**src/hdl/hsfc_pkg.sv**
```systemverilog
// Package for the half/single float converter.
// Holds mode codes and the two conversion functions; no dependencies.
package hsfc_pkg;

    typedef enum logic {
        MODE_NARROW = 1'b0,
        MODE_WIDEN  = 1'b1
    } mode_t;

    localparam logic [14:0] HALF_INF  = 15'h7c00;
    localparam logic [14:0] HALF_QNAN = 15'h7e00;
    localparam logic [30:0] SGL_INF   = 31'h7f800000;
    localparam logic [30:0] SGL_QNAN  = 31'h7fc00000;

    // Narrow binary32 to binary16, round to nearest even
    function automatic logic [15:0] narrow(input logic [31:0] x);
        logic        sign;
        logic [7:0]  e;
        logic [22:0] frac;
        logic [10:0] hm;
        logic [12:0] rem;
        logic [15:0] r;
        logic [23:0] sig;
        logic [4:0]  sh;
        logic [23:0] shifted;
        logic [23:0] mask;
        logic [23:0] halfv;
        logic [23:0] remw;
        logic [14:0] mag;
        begin
            sign = x[31];
            e    = x[30:23];
            frac = x[22:0];
            sig  = {1'b1, frac};
            sh   = 5'(8'd126 - e);
            shifted = sig >> sh;
            mask    = (24'd1 << sh) - 24'd1;
            halfv   = 24'd1 << (sh - 5'd1);
            remw    = sig & mask;
            hm   = {1'b0, frac[22:13]};
            rem  = frac[12:0];
            if (e == 8'hff)
                r = {sign, (frac == 23'd0) ? HALF_INF : HALF_QNAN};
            else if (e > 8'd142)
                r = {sign, HALF_INF};
            else if (e >= 8'd113)
            begin
                // Rounding carry propagates into the exponent; 0x7c00 is infinity
                mag = {5'(e - 8'd112), 10'd0} + {4'd0, hm};
                if (rem > 13'h1000 || (rem == 13'h1000 && hm[0]))
                    mag = mag + 15'd1;
                r = {sign, mag};
            end
            else if (e < 8'd102)
                r = {sign, 15'd0};
            else
            begin
                mag = {4'd0, shifted[10:0]};
                if (remw > halfv || (remw == halfv && shifted[0]))
                    mag = mag + 15'd1;
                r = {sign, mag};
            end
            return r;
        end
    endfunction

    // Widen binary16 to binary32 exactly
    function automatic logic [31:0] widen(input logic [15:0] h);
        logic        sign;
        logic [4:0]  e;
        logic [9:0]  m;
        logic [3:0]  p;
        logic [31:0] r;
        logic [22:0] mm;
        begin
            sign = h[15];
            e    = h[14:10];
            m    = h[9:0];
            p    = 4'd0;
            for (int i = 0; i < 10; i++)
                if (m[i])
                    p = 4'(i);
            mm = 23'({13'd0, m} << (5'd23 - {1'b0, p}));
            if (e == 5'h1f)
                r = {sign, (m == 10'd0) ? SGL_INF : SGL_QNAN};
            else if (e != 5'd0)
                r = {sign, 8'({3'd0, e} + 8'd112), m, 13'd0};
            else if (m == 10'd0)
                r = {sign, 31'd0};
            else
                r = {sign, 8'({4'd0, p} + 8'd103), mm};
            return r;
        end
    endfunction

endpackage

```
**src/hdl/hsfc_core.sv**
```systemverilog
// Conversion datapath between input and result registers.
// Depends on hsfc_pkg.
module hsfc_core
(
    input  logic        mode,
    input  logic [31:0] operand_bits,
    output logic [31:0] result_bits
);
    // Select direction
    always_comb
    begin
        if (hsfc_pkg::mode_t'(mode) == hsfc_pkg::MODE_WIDEN)
            result_bits = hsfc_pkg::widen(operand_bits[15:0]);
        else
            result_bits = {16'd0, hsfc_pkg::narrow(operand_bits)};
    end
endmodule

```
**src/hdl/half_single_float_convert.sv**
```systemverilog
// Half/single float converter: one transaction per cycle while the output is
// not stalled, through the input register, then the result register; a stall on the output
// holds both registers only once the result register is full.
// Depends on hsfc_pkg and hsfc_core.
module half_single_float_convert
(
    input  logic        clk,
    input  logic        rst_n,
    input  logic        in_valid,
    output logic        in_stall,
    input  logic        mode,
    input  logic [31:0] operand_bits,
    output logic        out_valid,
    input  logic        out_stall,
    output logic [31:0] result_bits
);
    logic        a_valid_reg;
    logic        a_mode_reg;
    logic [31:0] a_bits_reg;
    logic        b_valid_reg;
    logic [31:0] b_bits_reg;
    logic [31:0] conv;
    logic        b_load;
    logic        a_load;

    hsfc_core u_core
    (
        .mode         (a_mode_reg),
        .operand_bits (a_bits_reg),
        .result_bits  (conv)
    );

    assign b_load   = !b_valid_reg || !out_stall;
    assign a_load   = !a_valid_reg || b_load;
    assign in_stall = !a_load;
    assign out_valid   = b_valid_reg;
    assign result_bits = b_bits_reg;

    // Advance the two stages
    always_ff @(posedge clk or negedge rst_n)
    begin
        if (!rst_n)
        begin
            a_valid_reg <= 1'b0;
            b_valid_reg <= 1'b0;
        end
        else
        begin
            if (a_load)
                a_valid_reg <= in_valid;
            if (b_load)
                b_valid_reg <= a_valid_reg;
        end
    end

    // Hold payloads
    always_ff @(posedge clk)
    begin
        if (a_load)
        begin
            a_mode_reg <= mode;
            a_bits_reg <= operand_bits;
        end
        if (b_load)
            b_bits_reg <= conv;
    end
endmodule

```
**config.mk**
```make
export PLATFORM = sky130hd
export DESIGN_NAME = half_single_float_convert
export DESIGN_NICKNAME = d
export VERILOG_FILES = /design/src/hdl/hsfc_pkg.sv /design/src/hdl/hsfc_core.sv /design/src/hdl/half_single_float_convert.sv
export SDC_FILE = /design/constraint.sdc
export NUM_CORES = 1
export LEC_CHECK = 0
export CAP_MARGIN = 20
export CORE_MARGIN = 4
export CORE_UTILIZATION = 28
export DETAILED_ROUTE_END_ITERATION = 10
export DONT_BUFFER_PORTS = 1
export PLACE_DENSITY = 0.42
export SYNTH_ARGS = -nofsm -noshare
export SYNTH_HDL_FRONTEND = slang
export SYNTH_SLANG_ARGS = --single-unit
```
**constraint.sdc**
```tcl
create_clock -name clk -period 17.2 [get_ports clk]
set_clock_uncertainty 0.15 [all_clocks]
set_input_delay 2.58 -clock clk [delete_from_list [all_inputs] [get_ports clk]]
set_output_delay 2.58 -clock clk [all_outputs]
set_load 0.02 [all_outputs]
```
After elaboration in Yosys (flattened, before gate mapping)
Cells that the tools add are included.
{ "totals": {"ff_bits": 67, "mem_bits_rw": 0, "memories": 0, "inputBits": 37, "latchBits": 0, "word_cells": 65, "out_inout_bits": 34, "romBits": 0} }
{ "op_classes": {"n_addsub": 10, "n_div": 0, "n_mul": 0, "shift": 4, "order_cmp": 5, "mux": 22, "eq_ne": 4, "bitwise_logic": 1, "n_reduce_logical": 13} }
{ "op_table": {"columns": ["operator", "n"], "rows": [
  ["31-bit two-way mux", 3],
  ["15-bit two-way mux", 6],
  ["1-bit by 5-bit << shifter with 24-bit output, first input constant", 2],
  ["24-bit bitwise AND", 1],
  ["24-bit equality test", 1],
  ["24-bit > comparator", 1],
  ["24-bit by 5-bit >> shifter with 11-bit output", 1],
  ["24-bit by 1-bit subtractor with 24-bit output, second input constant", 1],
  ["23-bit zero test", 1],
  ["23-bit two-way mux", 1],
  ["10-bit by 5-bit << shifter with 23-bit output", 1],
  ["16-bit two-way mux", 1],
  ["15-bit by 1-bit adder with 15-bit output, second input constant", 1],
  ["15-bit by 10-bit adder with 15-bit output", 1],
  ["13-bit equality test, second input constant", 1],
  ["13-bit > comparator, second input constant", 1],
  ["11-bit by 1-bit adder with 12-bit output, second input constant", 1],
  ["3-bit two-way mux", 4],
  ["4-bit two-way mux", 3],
  ["10-bit zero test", 1],
  ["10-bit two-way mux", 1],
  ["4-bit by 7-bit adder with 8-bit output, second input constant", 1],
  ["5-bit by 7-bit adder with 8-bit output, second input constant", 1],
  ["8-bit equality test, second input constant", 1],
  ["other kinds (14)", 22]
]} }

Logic depth before layout (Yosys ltp)
{ "logic_depth": {"ltp_word": 16, "mapped_depth": 24, "depth_no_buf": 22} }

By module
A second synthesis with hierarchy kept.
{ "hier_totals": {"cells_unflattened": 737, "hier_area_um2": 6655.1} }
{ "by_module_without_submodules": {"columns": ["module", "area_each_um2", "seq_area_each_um2", "instances", "cells_each"], "rows": [
  ["hsfc_core", 4620.7, 0.0, 1, 665],
  ["half_single_float_convert", 2034.5, 2001.9, 1, 72]
]} }

Worst setup path after synthesis
No wires, ideal clock.
{ "synth_path": {"kind": "input-to-output", "start": "in out_stall", "end": "out in_stall", "n_path_buf": 0, "arrival_ns": 3.855, "setup_slack_ns": 10.615, "stages": 2, "required_ns": 14.470, "cell_sequence": "nand3_1 -> inv_1"} }
{ "synth_between": {"elab_chain_len": 4} }
{ "synth_lines": {"columns": ["item", "line_no", "rtl"], "rows": [
  ["start, declared", "half_single_float_convert.sv:14", "input logic out_stall,"],
  ["1-bit zero test", "half_single_float_convert.sv:33", "assign b_load = !b_valid_reg || !out_stall;"],
  ["1-bit logical OR", "half_single_float_convert.sv:33", null],
  ["1-bit logical OR", "half_single_float_convert.sv:34", "assign a_load = !a_valid_reg || b_load;"],
  ["1-bit zero test", "half_single_float_convert.sv:35", "assign in_stall = !a_load;"],
  ["end, declared", "half_single_float_convert.sv:10", "output logic in_stall,"]
]} }
No other way between the ends.

Worst setup path after layout
{ "layout_path": {"start": "reg a_bits_reg[23]", "end": "reg b_bits_reg[8], in the netlist result_bits[8] (data pin)"} }
{ "layout_between": {"elab_chain_len": 13, "word_cells_on_any_way": 22, "classes_between": "add/sub (4); order compare (4); eq/ne (2); shift (3); mux (6); bitwise (1); reduce/logical (2)"} }
{ "layout_lines": {"columns": ["item", "line_no", "rtl"], "rows": [
  ["start, declared", "half_single_float_convert.sv:19", "logic [31:0] a_bits_reg;"],
  ["start signal, assigned", "half_single_float_convert.sv:62", "a_bits_reg <= operand_bits;"],
  ["parallel branches: the longest is 11 deep, another holds 24-bit by 1-bit subtractor with 24-bit output", null, null],
  ["15-bit two-way mux (*)", "hsfc_pkg.sv:42", "if (e == 8'hff)"],
  ["16-bit two-way mux (*)", "hsfc_core.sv:12", "if (hsfc_pkg::mode_t'(mode) == hsfc_pkg::MODE_WIDEN)"],
  ["named net conv[8]", "half_single_float_convert.sv:22", "logic [31:0] conv;"],
  ["end signal, assigned", "half_single_float_convert.sv:65", "b_bits_reg <= conv;"],
  ["end, declared", "half_single_float_convert.sv:21", "logic [31:0] b_bits_reg;"]
]} }
Mark *: on every way through the listed nets, which the timed path passes.
A chain may end at the register's enable or synchronous reset.

==> reports/results.ini <==
[finish]
nets=769
final_area_um2=6939
fillers=2324
drive_gt1_frac=0.08584
largest_reg_flops=32
finalNonFillerCells=984
diodes=0
area_delta_synth_final_pct=7.899

[floorplan]
dieArea_um2=25460
die_h_um=159.6
initial_utilization=0.2841
rows=55
die_w_um=159.6
num_io_pins=71
core_um2=22640

[synthesis]
synth_warnings=0
yosysTopAreaCell=edfxtp_1
synth.area.top_cells=edfxtp_1, ha_1, mux2i_1
synth_cells=730
synth_seq_area_share=0.3066
synth_seq_cells=66
yosysMostFrequentCell=nand2_1
syn_nets=805
synthDistinctLibCells=69
synthArstFlopShare=0.03030
syn_avg_cell_area_um2=8.810
synth_flop_cell=edfxtp_1
netlist_area_um2=6431
synth_top_cell_area_share=0.2988
netlist_top_cells_count=nand2_1, edfxtp_1, nor2_1, mux2i_1, clkbuf_1
synth_edf_count=64

[place]
pre_cts_slack_ns=10.15
dp_cells=968
place_congestion=0.9217
port_buffers=0
dpl.hpwl_um=17280
post_dp_cell_area_um2=6621

[timing]
maxSlewHeadroom=0.3342
finalMaxSlewViolations=0
tightest_slew_ns=0.9927
grt_setup_unrepaired=no
timing.final.ws_setup_ns=10.10
timing.final.crit_share=0.4130
period_minus_slack_ns=7.104
final_hold_viol_count=0
setup_viol=0
setup_tns_ns=0
hold_ws_ns=0.3148
clock.fmax_ghz=0.1408

[clock_tree]
post_cts_buffers=0
cts_tree=built
ctsRootBufferMaster=clkbuf_16
hold_buffers=0
numClockSinks=66
clkTransAtPathRegs_ns=0.06
post_cts_resized=0
cts_buffer_depth=2
cts_made_buffers=9
cts_max_level=3
insertion_delay_ns=0.35

[routing]
vias=5799
drtAntennaViolNets=0
totalWireLength_um=22510
routed_via_density=5.893
first_iter_violations=644
remaining_drc_errors=0
dr.pass1.iters=6
drt-wirelength-per-cell_um=22.88

[global_route]
grt_pass1_vias=5686
grt_pass1_wl_um=34580
antenna_found_initial=0
grt.overflow.total=0
grt_max_degree=36
grtUsageTotal=0.1737

[setup_path]
rr_worst_depth=21
critical_path.endpoint_type=register
crit_path_end=result_bits[8]
start_kind=register
required_ns=17.14
path_max_fanout=34
arrival_ns=7.04
r2r_start=a_bits_reg[23]
r2r-end=result_bits[8]
rrSetupSlack_ns=10.10
critical_path_class=reg -> reg
startpoint=a_bits_reg[23]

[min_path]
hp-class=reg -> reg

[power]
power_density_nw_per_um2=98.10
ir_drop_uv=49.43
leakage_uw=0.002483

[flow_run]
drv_cap=0

[run_status]
status=complete, no violations

-- where the power goes --
part | total (µW) | internal, µW | switching (µW)
combinational | 245 | 92.9 | 152
sequential | 235 | 197 | 37.5
clock | 201 | 127 | 74.1
total | 681 | 417 | 264
-- cell type report --
cell class	count	area [µm²]	share of cell area
clock buffers	10	229.0	0.03300
clock inverters	6	88.84	0.01280
inverters	21	81.33	0.01172
multi-input cells	585	4129	0.5950
flip-flops and latches	66	1972	0.2842
well taps	285	356.6	0.05139
repair buffers	11	82.58	0.01190
-- placed cells by master, fill, tap and decap left out, types with 4 or more instances in the layout --
cell type  count
o22ai_1       16
edfxtp_1      64
or3_1          5
mux2i_1       45
and4_1         4
and2_1        11
xnor2_1       22
nand4_1       12
a21oi_1       40
mux4_2        10
nor3_1        24
o21a_1        17
o21ai_0       35
nor2b_1       13
buf_4         11
or4_1          4
xor2_1        10
o31ai_1        5
a221o_1        4
nand3b_1       4
nand2_1       80
nor4_1         6
nand3_1       25
inv_1         19
nor2_1        58
and3_1         5
a211oi_1       6
mux2_2         9
clkbuf_16      9
nand2b_1       9
ha_1          38
a31oi_1        9
-- routing by layer --
| metal | track usage | share of wire | vias up |
|---|---|---|---|
| li1 | - | - | 2650 |
| met1 | 0.2413 | 0.45 | 2804 |
| met2 | 0.2604 | 0.43 | 301 |
| met3 | 0.04427 | 0.087 | 44 |
| met4 | 0.06391 | 0.031 | 0 |
| met5 | 0 | 0 | - |
-- worst max-delay path, cell delays in order (launching register included) --
cell       delay (ns)
edfxtp_1         0.32
buf_4            0.35
ha_1             0.55
nand3_2          0.21
xnor2_1          0.80
nand2_1          0.39
nor2_1           0.27
nand2_1          0.09
ha_1             0.30
o41ai_1          0.19
a221oi_1         0.22
a21oi_1          0.21
o22ai_1          0.09
and2_1           0.16
ha_1             0.32
nand4_1          0.21
or3_1            0.45
or4_1            0.61
a211oi_2         0.43
nand4_1          0.17
xnor2_1          0.16
o2bb2ai_1        0.16
-- how the worst min path moves through the flow --
| stage | from | to | slack, ns | cells past startpoint |
|---|---|---|---|---|
| global route | a_valid_reg | out_valid | 0.34 | 1 |
| floorplan | a_valid_reg | out_valid | 0.29 | 1 |
| global placement | a_valid_reg | out_valid | 0.30 | 1 |
| finish | a_valid_reg | out_valid | 0.31 | 1 |
| detailed placement | a_valid_reg | out_valid | 0.31 | 1 |
| CTS | a_valid_reg | out_valid | 0.32 | 1 |
-- cells by family (layout without fill, tap and decap cells) --
logic type | after synthesis | count (layout) | synth area share
and+or+nand+nor | 270 | 270 | 0.2076
AOI/OAI and AO/OA | 178 | 178 | 0.1852
buffers and inverters | 79 | 48 | 0.05136
DFF | 66 | 66 | 0.3066
muxes | 65 | 65 | 0.1249
adders and majority gates | 38 | 38 | 0.07393
xor gates and xnor gates | 34 | 34 | 0.05039
-- stage by stage --
step | total power [µW] | util
2_1_floorplan | 408.7 | -
3_3_place_gp | 476.0 | 0.2925
3_5_place_dp | 477.9 | 0.2925
4_1_cts | 680.4 | 0.3065
5_1_grt | 719.1 | 0.3065
6_report | 680.8 | 0.3065
(Power assumes the default switching activity.)
